<file path="config.mk">
export PLATFORM = sky130hd
export DESIGN_NAME = mi_command_line_tokenizer
export DESIGN_NICKNAME = d
export VERILOG_FILES = /design/src/sv/mclt_pkg.sv /design/src/sv/mclt_step.sv /design/src/sv/mclt_out_queue.sv /design/src/sv/mi_command_line_tokenizer.sv
export SDC_FILE = /design/constraint.sdc
export NUM_CORES = 1
export LEC_CHECK = 0
export BUFFER_PORTS_ARGS = -buffer_cell sky130_fd_sc_hd__buf_4
export CAP_MARGIN = 20
export CORE_ASPECT_RATIO = 1.4
export CORE_MARGIN = 3
export CORE_UTILIZATION = 55
export CTS_CLUSTER_SIZE = 20
export DETAILED_ROUTE_END_ITERATION = 10
export PLACE_DENSITY = 0.76
export SYNTH_ARGS = -nofsm -noshare
export SYNTH_HDL_FRONTEND = slang
export SYNTH_HIERARCHICAL = 1
export SYNTH_SLANG_ARGS = --single-unit
</file>
<file path="constraint.sdc">
create_clock -name i_clk -period 3.9 [get_ports i_clk]
set_clock_uncertainty 0.15 [all_clocks]
set_input_delay 0.39 -clock i_clk [delete_from_list [all_inputs] [get_ports i_clk]]
set_output_delay 0.39 -clock i_clk [all_outputs]
set_load 0.05 [all_outputs]
</file>
<file path="src/sv/mclt_pkg.sv">
// package for the command line tokenizer: payload structs, parse state codes,
// result kind codes and character constants; no dependencies
`timescale 1ns / 1ps

package mclt_pkg;

    // one input request: a character or an end-of-line marker
    typedef struct packed {
        logic [7:0] ch;
        logic       line_end;
    } t_in_item;

    // one result: field character or done event
    typedef struct packed {
        logic [2:0] kind;
        logic [7:0] ch_res;
        logic       first;
        logic       last;
    } t_out_item;

    // parse state codes
    localparam logic [4:0] S_LINE         = 5'd0;
    localparam logic [4:0] S_TOK          = 5'd1;
    localparam logic [4:0] S_OPER         = 5'd2;
    localparam logic [4:0] S_START        = 5'd3;
    localparam logic [4:0] S_ONAME_BEGIN  = 5'd4;
    localparam logic [4:0] S_ONAME_BEGIN2 = 5'd5;
    localparam logic [4:0] S_OPAR_BEGIN   = 5'd6;
    localparam logic [4:0] S_PAR_BEGIN    = 5'd7;
    localparam logic [4:0] S_ONAME        = 5'd8;
    localparam logic [4:0] S_OPAR         = 5'd9;
    localparam logic [4:0] S_ONAME_Q      = 5'd10;
    localparam logic [4:0] S_OPAR_Q       = 5'd11;
    localparam logic [4:0] S_ONAME_QE     = 5'd12;
    localparam logic [4:0] S_OPAR_QE      = 5'd13;
    localparam logic [4:0] S_PAR          = 5'd14;
    localparam logic [4:0] S_PAR_Q        = 5'd15;
    localparam logic [4:0] S_PAR_QE       = 5'd16;

    // result kinds
    localparam logic [2:0] K_TOKEN  = 3'd0;
    localparam logic [2:0] K_OPER   = 3'd1;
    localparam logic [2:0] K_ONAME  = 3'd2;
    localparam logic [2:0] K_OPARAM = 3'd3;
    localparam logic [2:0] K_PARAM  = 3'd4;
    localparam logic [2:0] K_ODONE  = 3'd5;
    localparam logic [2:0] K_PDONE  = 3'd6;
    localparam logic [2:0] K_LDONE  = 3'd7;

    // characters with a meaning to the parser
    localparam logic [7:0] C_SPACE = 8'h20;
    localparam logic [7:0] C_DASH  = 8'h2D;
    localparam logic [7:0] C_QUOTE = 8'h22;
    localparam logic [7:0] C_BSL   = 8'h5C;
    localparam logic [7:0] C_ZERO  = 8'h30;
    localparam logic [7:0] C_NINE  = 8'h39;

    // result queue depth: room for two results of one request plus slack
    localparam int QDEPTH = 4;

endpackage

</file>
<file path="src/sv/mclt_step.sv">
// next-state and result logic of the tokenizer for one request
// depends on mclt_pkg
`timescale 1ns / 1ps

module mclt_step (
    input  logic [4:0]         i_state,
    input  mclt_pkg::t_in_item i_item,
    output logic [4:0]         o_next_state,
    output logic [1:0]         o_res_cnt,
    output mclt_pkg::t_out_item o_res0,
    output mclt_pkg::t_out_item o_res1
);

    function automatic mclt_pkg::t_out_item mk(input logic [2:0] kind,
                                               input logic [7:0] c,
                                               input logic first);
        mclt_pkg::t_out_item r;
        r.kind   = kind;
        r.ch_res = c;
        r.first  = first;
        r.last   = 1'b0;
        return r;
    endfunction

    logic [7:0] c;
    logic       is_digit;
    logic       is_space;
    logic       is_dash;
    logic       is_quote;
    logic       is_bsl;

    assign c        = i_item.ch;
    assign is_digit = (c >= mclt_pkg::C_ZERO) && (c <= mclt_pkg::C_NINE);
    assign is_space = (c == mclt_pkg::C_SPACE);
    assign is_dash  = (c == mclt_pkg::C_DASH);
    assign is_quote = (c == mclt_pkg::C_QUOTE);
    assign is_bsl   = (c == mclt_pkg::C_BSL);

    // transition and up to two results
    always_comb begin
        mclt_pkg::t_out_item r0;
        mclt_pkg::t_out_item r1;
        logic [1:0]          cnt;
        logic [4:0]          ns;
        logic                do_main;
        logic                do_esc;
        logic [2:0]          esc_kind;
        r0       = '0;
        r1       = '0;
        cnt      = 2'd0;
        ns       = i_state;
        do_main  = 1'b0;
        do_esc   = 1'b0;
        esc_kind = mclt_pkg::K_PARAM;

        if (i_item.line_end) begin
            // flush a pending option (past its leading dashes) or parameter, then line done
            if (i_state inside {mclt_pkg::S_ONAME, mclt_pkg::S_ONAME_Q,
                                mclt_pkg::S_ONAME_QE, mclt_pkg::S_OPAR,
                                mclt_pkg::S_OPAR_Q, mclt_pkg::S_OPAR_QE,
                                mclt_pkg::S_OPAR_BEGIN}) begin
                r0  = mk(mclt_pkg::K_ODONE, 8'd0, 1'b0);
                r1  = mk(mclt_pkg::K_LDONE, 8'd0, 1'b0);
                cnt = 2'd2;
            end else if (i_state inside {mclt_pkg::S_PAR, mclt_pkg::S_PAR_Q,
                                         mclt_pkg::S_PAR_QE}) begin
                r0  = mk(mclt_pkg::K_PDONE, 8'd0, 1'b0);
                r1  = mk(mclt_pkg::K_LDONE, 8'd0, 1'b0);
                cnt = 2'd2;
            end else begin
                r0  = mk(mclt_pkg::K_LDONE, 8'd0, 1'b0);
                cnt = 2'd1;
            end
            ns = mclt_pkg::S_LINE;
        end else begin
            case (i_state)
                mclt_pkg::S_TOK: begin
                    if (is_digit) begin
                        r0  = mk(mclt_pkg::K_TOKEN, c, 1'b0);
                        cnt = 2'd1;
                    end else if (is_dash) begin
                        r0  = mk(mclt_pkg::K_OPER, c, 1'b1);
                        cnt = 2'd1;
                        ns  = mclt_pkg::S_OPER;
                    end else begin
                        do_main = 1'b1;
                    end
                end
                mclt_pkg::S_OPER: begin
                    if (is_space) begin
                        ns = mclt_pkg::S_START;
                    end else begin
                        r0  = mk(mclt_pkg::K_OPER, c, 1'b0);
                        cnt = 2'd1;
                    end
                end
                mclt_pkg::S_START: begin
                    do_main = 1'b1;
                end
                mclt_pkg::S_ONAME_BEGIN: begin
                    if (is_space) begin
                        ns = mclt_pkg::S_START;
                    end else begin
                        r0  = mk(mclt_pkg::K_ONAME, c, 1'b0);
                        cnt = 2'd1;
                        ns  = is_dash  ? mclt_pkg::S_ONAME_BEGIN2 :
                              is_quote ? mclt_pkg::S_ONAME_Q : mclt_pkg::S_ONAME;
                    end
                end
                mclt_pkg::S_ONAME_BEGIN2: begin
                    if (is_space) begin
                        ns = mclt_pkg::S_PAR_BEGIN;
                    end else begin
                        r0  = mk(mclt_pkg::K_ONAME, c, 1'b0);
                        cnt = 2'd1;
                        ns  = mclt_pkg::S_ONAME;
                    end
                end
                mclt_pkg::S_OPAR_BEGIN: begin
                    if (is_dash) begin
                        // new option closes the pending one
                        r0  = mk(mclt_pkg::K_ODONE, 8'd0, 1'b0);
                        r1  = mk(mclt_pkg::K_ONAME, c, 1'b1);
                        cnt = 2'd2;
                        ns  = mclt_pkg::S_ONAME_BEGIN;
                    end else if (!is_space) begin
                        r0  = mk(mclt_pkg::K_OPARAM, c, 1'b1);
                        cnt = 2'd1;
                        ns  = is_quote ? mclt_pkg::S_OPAR_Q : mclt_pkg::S_OPAR;
                    end
                end
                mclt_pkg::S_PAR_BEGIN: begin
                    if (!is_space) begin
                        r0  = mk(mclt_pkg::K_PARAM, c, 1'b1);
                        cnt = 2'd1;
                        ns  = is_quote ? mclt_pkg::S_PAR_Q : mclt_pkg::S_PAR;
                    end
                end
                mclt_pkg::S_PAR: begin
                    if (is_space) begin
                        r0  = mk(mclt_pkg::K_PDONE, 8'd0, 1'b0);
                        cnt = 2'd1;
                        ns  = mclt_pkg::S_PAR_BEGIN;
                    end else begin
                        r0  = mk(mclt_pkg::K_PARAM, c, 1'b0);
                        cnt = 2'd1;
                    end
                end
                mclt_pkg::S_PAR_Q: begin
                    if (is_bsl) begin
                        ns = mclt_pkg::S_PAR_QE;
                    end else if (is_quote) begin
                        r0  = mk(mclt_pkg::K_PARAM, c, 1'b0);
                        r1  = mk(mclt_pkg::K_PDONE, 8'd0, 1'b0);
                        cnt = 2'd2;
                        ns  = mclt_pkg::S_PAR_BEGIN;
                    end else begin
                        r0  = mk(mclt_pkg::K_PARAM, c, 1'b0);
                        cnt = 2'd1;
                    end
                end
                mclt_pkg::S_PAR_QE: begin
                    do_esc   = 1'b1;
                    esc_kind = mclt_pkg::K_PARAM;
                    ns       = mclt_pkg::S_PAR_Q;
                end
                mclt_pkg::S_ONAME: begin
                    if (is_space) begin
                        ns = mclt_pkg::S_OPAR_BEGIN;
                    end else begin
                        r0  = mk(mclt_pkg::K_ONAME, c, 1'b0);
                        cnt = 2'd1;
                    end
                end
                mclt_pkg::S_ONAME_Q: begin
                    if (is_bsl) begin
                        ns = mclt_pkg::S_ONAME_QE;
                    end else begin
                        r0  = mk(mclt_pkg::K_ONAME, c, 1'b0);
                        cnt = 2'd1;
                        if (is_quote) begin
                            ns = mclt_pkg::S_OPAR_BEGIN;
                        end
                    end
                end
                mclt_pkg::S_ONAME_QE: begin
                    do_esc   = 1'b1;
                    esc_kind = mclt_pkg::K_ONAME;
                    ns       = mclt_pkg::S_ONAME_Q;
                end
                mclt_pkg::S_OPAR: begin
                    if (is_space) begin
                        r0  = mk(mclt_pkg::K_ODONE, 8'd0, 1'b0);
                        cnt = 2'd1;
                        ns  = mclt_pkg::S_START;
                    end else begin
                        r0  = mk(mclt_pkg::K_OPARAM, c, 1'b0);
                        cnt = 2'd1;
                    end
                end
                mclt_pkg::S_OPAR_Q: begin
                    if (is_bsl) begin
                        ns = mclt_pkg::S_OPAR_QE;
                    end else if (is_quote) begin
                        r0  = mk(mclt_pkg::K_OPARAM, c, 1'b0);
                        r1  = mk(mclt_pkg::K_ODONE, 8'd0, 1'b0);
                        cnt = 2'd2;
                        ns  = mclt_pkg::S_START;
                    end else begin
                        r0  = mk(mclt_pkg::K_OPARAM, c, 1'b0);
                        cnt = 2'd1;
                    end
                end
                mclt_pkg::S_OPAR_QE: begin
                    do_esc   = 1'b1;
                    esc_kind = mclt_pkg::K_OPARAM;
                    ns       = mclt_pkg::S_OPAR_Q;
                end
                default: begin
                    // line start, and any unused code
                    if (is_digit) begin
                        r0  = mk(mclt_pkg::K_TOKEN, c, 1'b1);
                        cnt = 2'd1;
                        ns  = mclt_pkg::S_TOK;
                    end else if (is_dash) begin
                        r0  = mk(mclt_pkg::K_OPER, c, 1'b1);
                        cnt = 2'd1;
                        ns  = mclt_pkg::S_OPER;
                    end else begin
                        do_main = 1'b1;
                    end
                end
            endcase

            // start of an option or a plain parameter
            if (do_main) begin
                if (is_space) begin
                    ns = mclt_pkg::S_START;
                end else if (is_dash) begin
                    r0  = mk(mclt_pkg::K_ONAME, c, 1'b1);
                    cnt = 2'd1;
                    ns  = mclt_pkg::S_ONAME_BEGIN;
                end else begin
                    r0  = mk(mclt_pkg::K_PARAM, c, 1'b1);
                    cnt = 2'd1;
                    ns  = is_quote ? mclt_pkg::S_PAR_Q : mclt_pkg::S_PAR;
                end
            end

            // escaped character: backslash kept unless a quote is escaped
            if (do_esc) begin
                if (is_quote) begin
                    r0  = mk(esc_kind, c, 1'b0);
                    cnt = 2'd1;
                end else begin
                    r0  = mk(esc_kind, mclt_pkg::C_BSL, 1'b0);
                    r1  = mk(esc_kind, c, 1'b0);
                    cnt = 2'd2;
                end
            end
        end

        // mark the final result of this request
        if (cnt == 2'd2) begin
            r1.last = 1'b1;
        end else if (cnt == 2'd1) begin
            r0.last = 1'b1;
        end

        o_res0       = r0;
        o_res1       = r1;
        o_res_cnt    = cnt;
        o_next_state = ns;
    end

endmodule

</file>
<file path="src/sv/mclt_out_queue.sv">
// result queue: takes up to two results per cycle, hands out one per cycle while i_ready is high
// depends on mclt_pkg
`timescale 1ns / 1ps

module mclt_out_queue (
    input  logic                i_clk,
    input  logic                i_rst_n,
    input  logic [1:0]          i_push_cnt,
    input  mclt_pkg::t_out_item i_d0,
    input  mclt_pkg::t_out_item i_d1,
    output logic                o_space,
    output logic                o_valid,
    input  logic                i_ready,
    output mclt_pkg::t_out_item o_head
);

    localparam int PW = $clog2(mclt_pkg::QDEPTH);
    localparam int CW = $clog2(mclt_pkg::QDEPTH + 1);

    mclt_pkg::t_out_item r_mem [mclt_pkg::QDEPTH];
    logic [PW-1:0] r_wr;
    logic [PW-1:0] n_wr;
    logic [PW-1:0] r_rd;
    logic [PW-1:0] n_rd;
    logic [CW-1:0] r_cnt;
    logic [CW-1:0] n_cnt;
    logic          pop;
    logic [PW-1:0] wr1;

    assign o_valid = (r_cnt != '0);
    assign o_head  = r_mem[r_rd];
    assign o_space = (r_cnt <= CW'(mclt_pkg::QDEPTH - 2));
    assign pop     = o_valid && i_ready;
    assign wr1     = r_wr + PW'(1);

    // pointer and fill count update
    always_comb begin
        n_wr  = r_wr + PW'(i_push_cnt);
        n_rd  = r_rd + PW'(pop);
        n_cnt = r_cnt + CW'(i_push_cnt) - CW'(pop);
    end

    always_ff @(posedge i_clk) begin
        if (!i_rst_n) begin
            r_wr  <= '0;
            r_rd  <= '0;
            r_cnt <= '0;
        end else begin
            r_wr  <= n_wr;
            r_rd  <= n_rd;
            r_cnt <= n_cnt;
        end
    end

    // storage write, one or two entries
    always_ff @(posedge i_clk) begin
        if (i_push_cnt != 2'd0) begin
            r_mem[r_wr] <= i_d0;
        end
        if (i_push_cnt == 2'd2) begin
            r_mem[wr1] <= i_d1;
        end
    end

endmodule

</file>
<file path="src/sv/mi_command_line_tokenizer.sv">
// Command line tokenizer, one character or end-of-line marker per request.
// A request passes through the input register and the result queue on its way to the output.
// Throughput: one request per cycle when it gives one result and the output is not stalled;
// a request that gives two results is handed out one result per cycle while the output is ready.
// Reset (synchronous, active low): parse state to line start, input register and result queue empty.
// Top level; depends on mclt_pkg, mclt_step, mclt_out_queue.
`timescale 1ns / 1ps

module mi_command_line_tokenizer (
    input  logic                i_clk,
    input  logic                i_rst_n,
    input  logic                i_in_valid,
    output logic                o_in_ready,
    input  mclt_pkg::t_in_item  i_in_item,
    output logic                o_out_valid,
    input  logic                i_out_ready,
    output mclt_pkg::t_out_item o_out_item
);

    logic                r_in_valid;
    mclt_pkg::t_in_item  r_in_item;
    logic [4:0]          r_state;
    logic [4:0]          n_state;
    logic [1:0]          res_cnt;
    mclt_pkg::t_out_item res0;
    mclt_pkg::t_out_item res1;
    logic                q_space;
    logic                consume;
    logic [1:0]          push_cnt;

    assign consume    = r_in_valid && q_space;
    assign o_in_ready = !r_in_valid || consume;
    assign push_cnt   = consume ? res_cnt : 2'd0;

    // input register
    always_ff @(posedge i_clk) begin
        if (!i_rst_n) begin
            r_in_valid <= 1'b0;
        end else if (o_in_ready) begin
            r_in_valid <= i_in_valid;
        end
    end

    always_ff @(posedge i_clk) begin
        if (o_in_ready && i_in_valid) begin
            r_in_item <= i_in_item;
        end
    end

    // parse state advances when the held request is consumed
    always_ff @(posedge i_clk) begin
        if (!i_rst_n) begin
            r_state <= mclt_pkg::S_LINE;
        end else if (consume) begin
            r_state <= n_state;
        end
    end

    mclt_step u_step (
        .i_state      (r_state),
        .i_item       (r_in_item),
        .o_next_state (n_state),
        .o_res_cnt    (res_cnt),
        .o_res0       (res0),
        .o_res1       (res1)
    );

    mclt_out_queue u_queue (
        .i_clk      (i_clk),
        .i_rst_n    (i_rst_n),
        .i_push_cnt (push_cnt),
        .i_d0       (res0),
        .i_d1       (res1),
        .o_space    (q_space),
        .o_valid    (o_out_valid),
        .i_ready    (i_out_ready),
        .o_head     (o_out_item)
    );

endmodule
</file>
==> results.ini <==
[setup_path]
crit_path_max_fanout = 13
startpoint_type = flip-flop
critical_path_required_ns = 3.84
crit_type = flip-flop to flip-flop
setup.worst_path.end_class = flip-flop
arrival_worst_endpoint_ns = 3.69
rrSetupSlack_ns = 0.16

[pwr]
power.switching_fraction_pct = 34.88
combPwrFrac_pct = 35.1
cellLeakagePower_nw = 2.232
clockPowerShare_pct = 30.1
ir_drop_mv = 0.2630
p_int_w = 0.001953
power.density_mw_per_mm2 = 492.2
switching_power_w = 0.001046
total_power_w = 0.003000
seqPwrFrac_pct = 34.8

[global_route]
remaining_global_route_overflow = 0
via_count_of_the_first_global_routing_pass = 4373
grt_antenna_before_repair = 0
wire_length_of_the_first_global_routing_pass_um = 24120
pin_count_of_the_biggest_net_entering_global_routing = 39
grt_util_all_layers_pct = 30.69

[run]
timing.max_cap.violations = 0

[clock_tree]
ctsHtreeMaxLevel = 3
cts_max_path_bufs = 2
tritoncts = yes
cts_buffers = 9
worstSkewPairLatency_ns = 0.34
cts.sinks = 74
cts-root-buf = clkbuf_16
path_clk_slew_ns = 0.06

[detailed_routing]
met1_wirelength_um = 5693
met3_length_um = 743
routed_wirelength_um = 15640
route.vias.total = 4384
wl_per_cell_um = 23.99
detailedRoute.firstPassIterationCount = 5
drt-vias-per-instance = 6.724
wl_met2_um = 8319
top_signal_layer_used = met4
antenna_violating_nets_post_route = 0
drc_errors_left = 0
drt_first_iter_violations = 303

[timing]
final-hold-violation-count = 0
max_slew_margin_pct = 37.43
rsz0062_at_grt = false
fmax_mhz = 267.0
timing.setup.tns_ns = 0
setup_viol = 0
tightestPinTransition_ns = 0.9372
period_needed_ns = 3.745
final_min_period_over_clock_period_pct = 96.02
timing.final.max_slew_violations = 0

[synthesis]
syn_area_per_cell_sq_um = 10.54
synth.ff_latch_count = 74
synth_enable_flop_cells = 61
syn_nets = 507
count_of_yosys_warnings_during_synthesis = 6
synth_top_cell_by_area = edfxtp_1
post_synth_num_cell_types = 76
leading_cell_types_by_count_after_synthesis = edfxtp_1 (61), mux2_2 (42), nand2_1 (38), nor2_1 (37), a21oi_1 (31)
fraction_of_the_yosys_area_taken_by_sequential_cells_pct = 40.52
asyncSetResetFlopFracSynth_pct = 0
synthFlopType = edfxtp_1
synth_largest_type_area_fraction_pct = 35.48
post_synth_instance_area_sq_mm = 0.005162
yosys.cell_count.top_type = edfxtp_1
netlist_instances = 490
yosys-top-cells-area = edfxtp_1 (35%), mux2_2 (9.2%), mux4_2 (5.7%)

[final_layout]
area_growth_syn_to_layout_pct = 18.06
final_core_area_utilization_pct = 67.12
final_cells = 652
total_non_filler_cell_area_in_the_finished_layout_sq_mm = 0.006095
area_used_by_multi_input_combinational_logic_sq_mm = 0.002878
fillCellCount = 672
share_of_post_route_cells_with_drive_strength_above_1_pct = 30.83
ff_latch_area_sq_mm = 0.002092
layout.nets = 557
num_antenna_cells = 0

[die]
initial_core_util_pct = 56.86
die_area_sq_mm = 0.01060
num_io_pins = 28
placement_rows = 41
fp.coreArea_sq_mm = 0.009080
chipWidth_um = 87.88
chipHeight_um = 120.6

[placed_design]
place_area_sq_mm = 0.005744
placement.io_buffers = 27
placer_congestion_estimate = 1.028
place.detailed.hpwl_um = 11520
dpl.cell_count = 634

[run_status]
run_status = finished clean

[worst_hold_path]
min-delay-path-class = input port to flip-flop

-- per-layer routing --
layer  up-vias  track usage, %
li1       1990               -
met1      2120           34.36
met2       215           53.44
met3        59           5.249
met4         0           17.75
met5         -               0
-- worst paths after layout --
check	endpoint	from	cells past startpoint
worst max-delay path	u_queue/r_mem[3][8]	r_in_item[8]	9
worst min-delay path	r_in_item[4]	i_in_item[4]	1
worst max register to register	u_queue/r_mem[3][8]	r_in_item[8]	9
worst min register to register	r_state[0]	r_state[0]	2
-- flip-flops by register name (all words and copies together), names as in the netlist --
name / cells
u_queue/r_mem: 52
u_queue/r_cnt: 3
u_queue/r_rd: 2
r_state: 5
r_in_valid: 1
r_in_item: 9
u_queue/r_wr: 2
-- metrics by stage --
stage                     hold slack (ns)  worst slack, ns
final                             0.06834           0.1553
after global routing              0.05875          0.05644
after CTS                         0.06180          0.08390
after detailed placement           0.4192           0.1300
after global placement             0.4179          0.07063
after floorplan                    0.2848           0.2061
-- layout by cell type (no fill, tap or decap), types with 5 or more instances in the layout --
master / instances
a21oi_1: 31
a31oi_1: 5
and2_1: 13
and3_1: 5
buf_12: 6
buf_4: 69
clkbuf_16: 9
dfxtp_1: 13
edfxtp_1: 61
inv_1: 7
mux2_1: 10
mux2_2: 42
mux2i_1: 6
mux4_2: 13
nand2_1: 38
nand2b_1: 12
nand3_1: 14
nand4_1: 8
nor2_1: 37
nor2b_1: 11
nor3_1: 10
nor4_1: 6
o211ai_1: 6
o21a_1: 5
o21ai_0: 18
o22ai_1: 5
-- critical path, stage by stage (launching register included) --
cell and delay, ns:
edfxtp_1 0.42, or4b_1 0.61, o22ai_4 0.27, a21oi_1 0.09, and3_1 0.20, o41a_1 0.44, and3_2 0.22, buf_4 0.17
and4bb_4 0.52, mux2_2 0.38
-- cells by family (layout without fill, tap and decap cells) --
family | Yosys count | count (layout) | synth area share (%)
simple gates | 181 | 181 | 19.85
compound gates | 114 | 114 | 15.17
flops | 74 | 74 | 40.52
mux | 71 | 71 | 18.18
buf+inv | 43 | 98 | 4.120
fa+ha+maj | 4 | 4 | 1.115
xor+xnor | 3 | 3 | 1.042
-- area by class of cell --
class | count | area share (%)
clock inverter | 7 | 1.663
clock buffer | 9 | 3.695
sequential | 74 | 34.33
tap | 107 | 2.197
multi-input combinational | 373 | 47.22
timing repair buffer | 75 | 10.47
inverter | 7 | 0.4311
-- power by group through the flow --
stage	clock, W	combinational, W	sequential [W]
after floorplan	0	0.000782	0.00100
after global placement	0	0.00101	0.00106
after detailed placement	0	0.00104	0.00106
after CTS	0.000913	0.00105	0.00105
after global routing	0.000940	0.00112	0.00106
final	0.000901	0.00105	0.00104
-- repair_timing --
action | 4_1_cts | 5_1_grt
endpoints found under the setup margin | 0 | 31
resized for setup | 0 | 5
hold buffers | 0 | 0
buffers inserted | 0 | 1
No activity file was read; power rests on OpenSTA's default activity.
